<file path="config.mk">
export PLATFORM = sky130hd
export DESIGN_NAME = reli_div
export DESIGN_NICKNAME = d
export VERILOG_FILES = /design/src/sv/reli_pkg.sv /design/src/sv/reli_div.sv
export SDC_FILE = /design/constraint.sdc
export NUM_CORES = 1
export LEC_CHECK = 0
export ABC_AREA = 1
export BUFFER_PORTS_ARGS = -buffer_cell sky130_fd_sc_hd__buf_4
export CORE_ASPECT_RATIO = 1.25
export CORE_MARGIN = 5
export CORE_UTILIZATION = 30
export DETAILED_ROUTE_END_ITERATION = 12
export GPL_TIMING_DRIVEN = 0
export SYNTH_ARGS = -nofsm -noshare
export SYNTH_HDL_FRONTEND = slang
export SYNTH_SLANG_ARGS = --single-unit
</file>
<file path="constraint.sdc">
create_clock -name clk -period 9.3 [get_ports clk]
set_clock_uncertainty 0.1 [all_clocks]
set_input_delay 0.465 -clock clk [delete_from_list [all_inputs] [get_ports clk]]
set_output_delay 0.465 -clock clk [all_outputs]
set_load 0.02 [all_outputs]
</file>
<file path="src/sv/reli_pkg.sv">
// ----------------------------------------------------------------------------
// reli_pkg
// Types and constants shared by the range-energy loss interpolator.
// ----------------------------------------------------------------------------
package reli_pkg;

  localparam int TABLE_DEPTH = 2048;
  localparam int ADDR_W = $clog2(TABLE_DEPTH);
  localparam int CNT_W = $clog2(TABLE_DEPTH + 1);

  localparam logic [1:0] CMD_LOAD = 2'd0;
  localparam logic [1:0] CMD_EXIT = 2'd1;
  localparam logic [1:0] CMD_ENTRY = 2'd2;

  localparam logic [1:0] ST_OK = 2'd0;
  localparam logic [1:0] ST_CUTOFF = 2'd1;
  localparam logic [1:0] ST_STOPPED = 2'd2;
  localparam logic [1:0] ST_SAT = 2'd3;

  localparam logic [1:0] REG_MASS = 2'd0;
  localparam logic [1:0] REG_COUNT = 2'd1;
  localparam logic [1:0] REG_CUTOFF = 2'd2;

  typedef enum logic [4:0] {
    S_IDLE,
    S_PN_DIV,
    S_PN_END,
    S_SRCH_RD,
    S_SRCH_WT,
    S_SRCH_CMP,
    S_SEG_RD0,
    S_SEG_RD1,
    S_SEG_WT,
    S_SEG_LAT,
    S_MUL,
    S_DIV,
    S_INTERP,
    S_TOT_MUL,
    S_TOT_END,
    S_OUT
  } state_t;

  // Request to the shared divider and its answer.
  typedef struct packed {
    logic        start;
    logic [63:0] dividend;
    logic [31:0] divisor;
  } div_req_t;

  typedef struct packed {
    logic        busy;
    logic        done;
    logic [63:0] quotient;
  } div_rsp_t;

endpackage

</file>
<file path="src/sv/reli_div.sv">
// ----------------------------------------------------------------------------
// reli_div
// Restoring divider, 64-bit dividend by 32-bit divisor, one bit per cycle.
// ----------------------------------------------------------------------------
module reli_div (
  input  logic               clk,
  input  logic               rst,
  input  reli_pkg::div_req_t req,
  output reli_pkg::div_rsp_t rsp
);
  import reli_pkg::*;

  logic [63:0] quo;
  logic [32:0] rem;
  logic [31:0] dvs;
  logic [6:0]  cnt;
  logic        busy;
  logic        done;
  logic [32:0] trial;

  assign trial = {rem[31:0], quo[63]} - {1'b0, dvs};

  always_ff @(posedge clk) begin
    if (rst) begin
      busy <= 1'b0;
      done <= 1'b0;
    end else begin
      done <= 1'b0;
      if (req.start) begin
        busy <= 1'b1;
        quo  <= req.dividend;
        rem  <= '0;
        dvs  <= req.divisor;
        cnt  <= 7'd0;
      end else if (busy) begin
        if (!trial[32]) begin
          rem <= trial;
          quo <= {quo[62:0], 1'b1};
        end else begin
          rem <= {rem[31:0], quo[63]};
          quo <= {quo[62:0], 1'b0};
        end
        cnt <= cnt + 7'd1;
        if (cnt == 7'd63) begin
          busy <= 1'b0;
          done <= 1'b1;
        end
      end
    end
  end

  assign rsp.busy = busy;
  assign rsp.done = done;
  assign rsp.quotient = quo;

endmodule

</file>
==> summary.txt, run 1 <==
STA
  – Slew Limit Fails: 0
  – RSZ-0062 raised after global routing: false
  – Final setup TNS: 0 ns
  – Post-route clock period utilization: 0.294
  – # setup viols final: 0
  – Fin crit period: 2.73 ns
  – Worst-Margin Slew: 0.821 ns
  – Fmax: 0.366 GHz
  – Slew Limit Headroom: 0.453
  – Final hold vios: 0

CTS
  – Post_cts resized: 0
  – Sink Count: 137
  – Postcts setup bufs: 0
  – Post-CTS Hold Buffers: 0
  – CTS buffer count: 17
  – CTS Root Cell: clkbuf_16
  – Reg clk slew, reported paths: approximately 0.060 ns
  – H-tree Lvls: 4
  – Max Buffers Root-to-Sink: 2
  – Worst-Skew Late Latency: 0.43 ns
  – TritonCTS clock tree: built

Yosys
  – Yosys warnings: 0
  – Mean post-synth cell area: 7.70 µm²
  – Post-synthesis cell count: approximately 1100
  – Post-synthesis sequential area ratio: 0.484
  – Async SR Flop Fraction: 0
  – Post-Syn Area: 8460 µm²
  – Post-synth top flop: edfxtp_1
  – Post-synth cell types: 35
  – Syn nets: 1232
  – Post-synth EDFFs: 135
  – Flops & latches, synth: 137

Global routing
  – Initial antenna violation count: 0
  – Largest net degree at the start of global routing: 30
  – Vias in the first global route: approximately 7300
  – Grt met1 use: 0.163
  – First-pass GRT wire length: 37.2 mm
  – GR peak layer: met2
  – Met3 Usage GRT: 0.0548
  – Grt ovf: 0
  – GR Util All Layers: 0.148
  – Met2 global-route usage: 0.265

Pwr
  – Power consumption: 0.00195 W
  – Worst VDD drop: 0.000120 V
  – PD cells: 180 nW/µm²
  – Leakage: 5.50 nW

Outcome
  – Status: finished clean

Placed design
  – Placed wire-length estimate: 18.5 mm
  – GP Congestion: around 0.87
  – Cell Area, Placed: 10300 µm²
  – IO buf count: 163

Critical path
  – Reg2Reg Depth: 18
  – Kind of cell adding the most delay to the critical path: simple AND/OR/NAND/NOR gates
  – Critical path class: reg2reg
  – CP required: 9.38 ns
  – Worst path arrival time: 2.81 ns
  – Levels on crit path: 18
  – Worst Setup Start Kind: register
  – CP endpoint kind: register
  – CP bufs+invs: 3
  – Max FO, Critical Path: 10
  – Max stage delay on crit path: 0.41 ns
  – CP cell instances: inv_1 -> ha_1 -> fa_1 -> inv_1 -> nand2_1 -> nand2_1 -> nand3_2 -> nand2_4 -> nand2_4 -> nand2_4 -> nand2_4 -> nand2_4 -> nand2_2 -> nand2_4 -> buf_6 -> nand2_1 -> nand2_1 -> nor2_1
  – Worst path slowest cell: fa_1
  – Most frequent cell on the critical path: nand2_4

Die
  – Chip height: 198 µm
  – I/O Pins: roughly 170
  – Site Rows: 68
  – Initial Utilization: 0.305
  – Core area: 27700 µm²
  – Die W: ~160 µm
  – Die ar.: 31700 µm²

Drt
  – DRT Pass-1 Iters: 5
  – Antenna Nets Post-Route: 0
  – WL/cell: 14.0 µm
  – Iter 0 DRT Violations: 350
  – Vias/cell: 4.36
  – Post-route DRC: 0
  – Final wirelength: 23.0 mm
  – Vias: just over 7000

Cells and area
  – Layout area overhead: 27.8%
  – Most frequent cells in the layout: nand2_1, buf_4, inv_1
  – Nets: between 1000 and 1500
  – Share of cells above drive strength 1: 0.198
  – Commonest non-fill, non-tap cell in the layout: nand2_1
  – # diodes: 0
  – Final Cell Area: 10800 µm²

Hold path
  – Hold depth: 1
  – Type of the most critical hold path: in2reg

Flow run
  – Max Cap Viol: 0
## per-stage QoR
stage	utilization	cells	worst slack (ns)	hold WS, ns
floorplan	-	1099	2.64	0.336
global placement	0.365	1612	-0.418	0.359
detailed placement	0.370	1617	6.58	0.419
CTS	0.390	1649	6.54	0.0798
global route	0.390	1649	6.37	0.0840
finish	0.390	1649	6.57	0.108
## cell usage after synthesis, drive strengths merged, types with 2 or more instances
| cell type | number | share of area |
|---|---|---|
| nand4 | 6 | 0.0044 |
| dfxtp | 2 | 0.0047 |
| ha | 33 | 0.049 |
| nand3b | 9 | 0.0080 |
| nand3 | 29 | 0.019 |
| edfxtp | 135 | 0.48 |
| nor4 | 2 | 0.0015 |
| inv | 170 | 0.075 |
| nor2 | 112 | 0.053 |
| clkbuf | 19 | 0.0084 |
| nand2 | 512 | 0.24 |
| nor3 | 5 | 0.0030 |
| xor2 | 14 | 0.014 |
| o21ai | 5 | 0.0030 |
| or2 | 2 | 0.0015 |
| a21o | 2 | 0.0018 |
| buf | 7 | 0.0095 |
| a21oi | 27 | 0.018 |
| and2 | 2 | 0.0015 |
| o21bai | 2 | 0.0018 |
## final cells by class
type	count	area [µm²]
multi-input combinational	765	3590
timing repair buffer	168	1350
clock inverter	14	124
tap	350	438
clock buffer	18	429
buffer	26	151
sequential	137	4090
inverter	171	642
fill	2940	16900
## layer usage
layer | vias up | part of all wire
met5 | - | 0
met4 | 0 | 0.018
met3 | 28 | 0.082
met2 | 185 | 0.50
met1 | 3208 | 0.40
li1 | 3765 | -
## state kept, by name, indices dropped and copies added (netlist names)
| signal | cells |
|---|---|
| quo | 64 |
| cnt | 7 |
| done | 1 |
| rem | 32 |
| dvs | 32 |
| busy | 1 |
## cells by family after synthesis
logic type | count (synthesis) | share of synthesized area
AO/OA/AOI/OAI | 36 | 0.0242
adder cells (fa/ha/maj) | 34 | 0.0512
AND/OR/NAND/NOR | 680 | 0.332
XOR/XNOR | 15 | 0.0155
buffers and inverters | 197 | 0.0937
flip-flops | 137 | 0.484
## report_power, final
group	switching (W)	internal, W
registers	0.0000243	0.000744
clock network	0.000281	0.000368
logic	0.000330	0.000201
## worst paths after layout
check                                        endpoint  slack [ns]               from
worst max-delay path            rem[16]$_SDFFCE_PP0P_        6.57  quo[63]$_DFFE_PP_
worst min-delay path                dvs[15]$_DFFE_PP_        0.11            req[15]
worst max register to register  rem[16]$_SDFFCE_PP0P_        6.57  quo[63]$_DFFE_PP_
worst min register to register        done$_SDFF_PP0_        0.42    busy$_SDFF_PP0_
(Power assumes the default switching activity.)
==> run 2, diff against run 1 <==
--- a/config.mk
+++ b/config.mk
@@ -5,7 +5,7 @@
 export SDC_FILE = /design/constraint.sdc
 export NUM_CORES = 1
 export LEC_CHECK = 0
-export ABC_AREA = 1
+export ABC_AREA = 0
 export BUFFER_PORTS_ARGS = -buffer_cell sky130_fd_sc_hd__buf_4
 export CORE_ASPECT_RATIO = 1.25
 export CORE_MARGIN = 5
==> constraint.sdc (replaced) <==
create_clock -name clk -period 2.55 [get_ports clk]
set_clock_uncertainty 0.1 [all_clocks]
set_input_delay 0.1275 -clock clk [delete_from_list [all_inputs] [get_ports clk]]
set_output_delay 0.1275 -clock clk [all_outputs]
set_load 0.02 [all_outputs]
==> run 2 against run 1 <==
The run now ends with negative setup slack left. Sequential cell count did not move. Sequential power grew to 3.7 times the previous value. Power grew to 3.9 times the previous value. Sequential share of layout area is 1.2 points lower. Global-route usage down 0.22 points. Die area down 13%. Highest routed layer unchanged. Via count fell by 20%. Clock power rose to 3.8 times the previous value. Critical endpoint is now rem[21]$_SDFFCE_PP0P_. Setup slack worse by 7.5 ns. Hold slack gained 0.0034 ns. Critical path depth shrank 5. Final cell count down 25%.
==> summary.txt, run 2 <==
Global routing
  – Initial antenna violation count: 0
  – Vias in the first global route: 6062
  – Largest net degree at the start of global routing: 28
  – GR Util All Layers: 0.146
  – Grt ovf: 0
  – First-pass GRT wire length: ~31 mm

Yosys
  – Cell with the most instances after synthesis: edfxtp_1
  – Syn nets: 713
  – Async SR Flop Fraction: 0
  – Yosys top cell area share: 0.553
  – Post-synth EDFFs: 135
  – Mean post-synth cell area: ~13 µm²
  – Flops & latches, synth: roughly 140
  – Post-synthesis sequential area ratio: 0.558
  – Post-synth cell types: 56
  – Yosys warnings: 0
  – Post-synthesis cell count: 580
  – Post-Syn Area: 7330 µm²
  – Ranking of synthesized cells by area: edfxtp_1, mux2_2, ha_1
  – Largest area contributor in the netlist: edfxtp_1
  – Post-synth top flop: edfxtp_1
  – Post-synth top cells: edfxtp_1, mux2_2, nor2_1, inv_1, a21oi_1

Drt
  – Final wirelength: roughly 20 mm
  – Vias: 5738
  – Post-route DRC: 0
  – WL/cell: 16.1 µm
  – Vias/cell: 4.64
  – Antenna Nets Post-Route: 0
  – Iter 0 DRT Violations: 256
  – DRT Pass-1 Iters: 5

Critical path
  – R2R Path Start: rem[4]$_SDFFCE_PP0P_
  – Max stage delay on crit path: around 0.43 ns
  – Critical path class: reg2reg
  – Worst path arrival time: ~3.5 ns
  – Worst path slowest cell: edfxtp_1
  – CP cell instances: ha_4 -> a21o_1 -> or3_1 -> o21a_1 -> a311o_1 -> buf_4 -> a31o_4 -> a41o_4 -> nor2_8 -> buf_4 -> clkbuf_16 -> mux2i_1 -> nor2_1
  – Max FO, Critical Path: 6
  – Reg2Reg Depth: 13
  – CP required: 2.60 ns
  – Most frequent cell on the critical path: buf_4
  – CP endpoint kind: register
  – Worst reg2reg setup slack: -0.94 ns
  – Reg-to-reg critical path endpoint: rem[21]$_SDFFCE_PP0P_
  – Worst Setup Start Kind: register

Pwr
  – Combinational fraction of design power: 0.295
  – Worst VDD drop: between 0.0004 and 0.0005 V
  – PD cells: 673 nW/µm²
  – Clock share of power: 0.332
  – Power consumption: between 0.007 and 0.008 W
  – Seq pwr share: 0.373
  – Switching share of power: 0.281
  – P_sw: 0.00211 W
  – Leakage: 4.50 nW
  – P_int: 0.00540 W

CTS
  – Max Buffers Root-to-Sink: 2
  – Reg clk slew, reported paths: ~0.070 ns
  – H-tree Lvls: 4
  – CTS Root Cell: clkbuf_16
  – Worst-Skew Late Latency: 0.43 ns
  – TritonCTS clock tree: built
  – CTS buffer count: 17
  – Sink Count: 137

Placed design
  – Cell Area, Placed: approximately 9200 µm²
  – Placed wire-length estimate: 13.7 mm
  – IO buf count: 164
  – GP Congestion: 0.879

Cells and area
  – Biggest register: quo
  – Largest register FFs: 64
  – Final Util: 0.460
  – Most frequent cells in the layout: buf_4, edfxtp_1, dlygate4sd3_1
  – # diodes: 0
  – Nets: 1027
  – Layout area overhead: 52.4%
  – Commonest non-fill, non-tap cell in the layout: buf_4
  – Biggest regs: quo (64), dvs (32), rem (32)
  – Final Cell Area: 11200 µm²
  – Share of cells above drive strength 1: 0.373

STA
  – Slew Limit Headroom: 0.501
  – Hold_ws: 0.112 ns
  – Fin crit period: around 3.5 ns
  – Fmax: approximately 0.29 GHz
  – Min setup slack post-route: -0.942 ns
  – Post-route clock period utilization: 1.37
  – RSZ-0062 raised after global routing: true
  – Final hold vios: 0
  – # setup viols final: 33
  – Worst-Margin Slew: 0.746 ns
  – Slew Limit Fails: 0

Outcome
  – Failing checks: negative setup slack
  – Status: finished, violations left

Hold path
  – Min-delay src: req[96]
  – Hold Path Sink: quo[0]$_DFFE_PP_
  – Hold depth: 3
  – Type of the most critical hold path: in2reg

Die
  – Core area: about 24000 µm²
  – I/O Pins: 165
  – Die ar.: ~28000 µm²
  – Initial Utilization: 0.302
  – Site Rows: 64
  – Die W: 150 µm
  – Chip height: 185 µm

Flow run
  – Max Cap Viol: 0
## run 2: cell types whose count changed in the layout (fill, tap and decap cells not counted), sizes merged, moves of 15 or more
cell / previous run / this run
mux2: 0 / 66
dlygate4sd3: 0 / 97
nor2: 112 / 46
xnor2: 1 / 21
nand3: 29 / 13
inv: 173 / 40
mux2i: 0 / 22
o21ai: 5 / 20
buf: 175 / 205
nand2: 512 / 23
## run 2: worst max-delay path: cells and delay by family (launching register included)
kind / cells / cell delay, ns
AO/OA/AOI/OAI: 5 / 1.24
adder cells (fa/ha/maj): 1 / 0.26
buffers and inverters: 3 / 0.47
flip-flops: 1 / 0.43
multiplexers: 1 / 0.18
AND/OR/NAND/NOR: 3 / 0.55
## run 2: area by class of cell
| class | instances | area [µm²] |
|---|---|---|
| clock inverters | 14 | 156 |
| fillers | 2207 | 13100 |
| flip-flops and latches | 137 | 4090 |
| clock buffers | 18 | 429 |
| multi-input cells | 380 | 3160 |
| repair buffers | 295 | 2630 |
| well taps | 330 | 413 |
| plain buffers | 23 | 139 |
| inverters | 40 | 150 |
## run 2: how the worst max path moves through the flow
stage                               startpoint               endpoint  slack [ns]
after global placement                 req[96]      dvs[10]$_DFFE_PP_       -1.35
final                     rem[4]$_SDFFCE_PP0P_  rem[21]$_SDFFCE_PP0P_       -0.94
after CTS                 rem[4]$_SDFFCE_PP0P_  rem[17]$_SDFFCE_PP0P_       -0.89
after detailed placement     quo[63]$_DFFE_PP_   rem[7]$_SDFFCE_PP0P_       -1.31
after floorplan              quo[63]$_DFFE_PP_  rem[17]$_SDFFCE_PP0P_       -0.74
after global routing      rem[4]$_SDFFCE_PP0P_  rem[17]$_SDFFCE_PP0P_       -1.04
## run 2: kinds of logic after synthesis
| kind of cell | synth area share |
|---|---|
| muxes | 0.132 |
| adders and majority gates | 0.0591 |
| DFF | 0.558 |
| and+or+nand+nor | 0.0823 |
| buffers and inverters | 0.0365 |
| AOI/OAI and AO/OA | 0.0966 |
| xor gates and xnor gates | 0.0346 |
## run 2: per-stage QoR
step                      TNS, ns  worst slack [ns]  std cells
final                      -28.56            -0.942       1237
after global routing       -31.98             -1.04       1237
after CTS                  -27.30            -0.887       1230
after detailed placement   -37.73             -1.31       1079
after global placement    -213.40             -1.35       1074
after floorplan            -21.99            -0.740        580
## run 2: what timing repair did
item,4_1_cts,5_1_grt
gates resized for setup,22,15
endpoints found under the hold margin,99,0
setup endpoints to repair,33,33
gates cloned,1,1
hold buffers,97,0
pin swaps,10,2
buffers inserted,21,6
## run 2: power groups by stage
stage | Clock, W | Sequential (W) | Combinational [W]
finish | 0.00249 | 0.00281 | 0.00221
global placement | 0 | 0.00286 | 0.00167
CTS | 0.00255 | 0.00281 | 0.00208
global route | 0.00268 | 0.00283 | 0.00239
floorplan | 0 | 0.00291 | 0.00112
detailed placement | 0 | 0.00285 | 0.00171
## run 2: layer usage
metal / GRT usage / vias up / wire length, µm
met5: 0 / - / 0
met4: 0.0601 / 0 / 532
met3: 0.0426 / 33 / 1190
met2: 0.257 / 163 / 10400
met1: 0.164 / 2745 / 7870
li1: - / 2797 / -
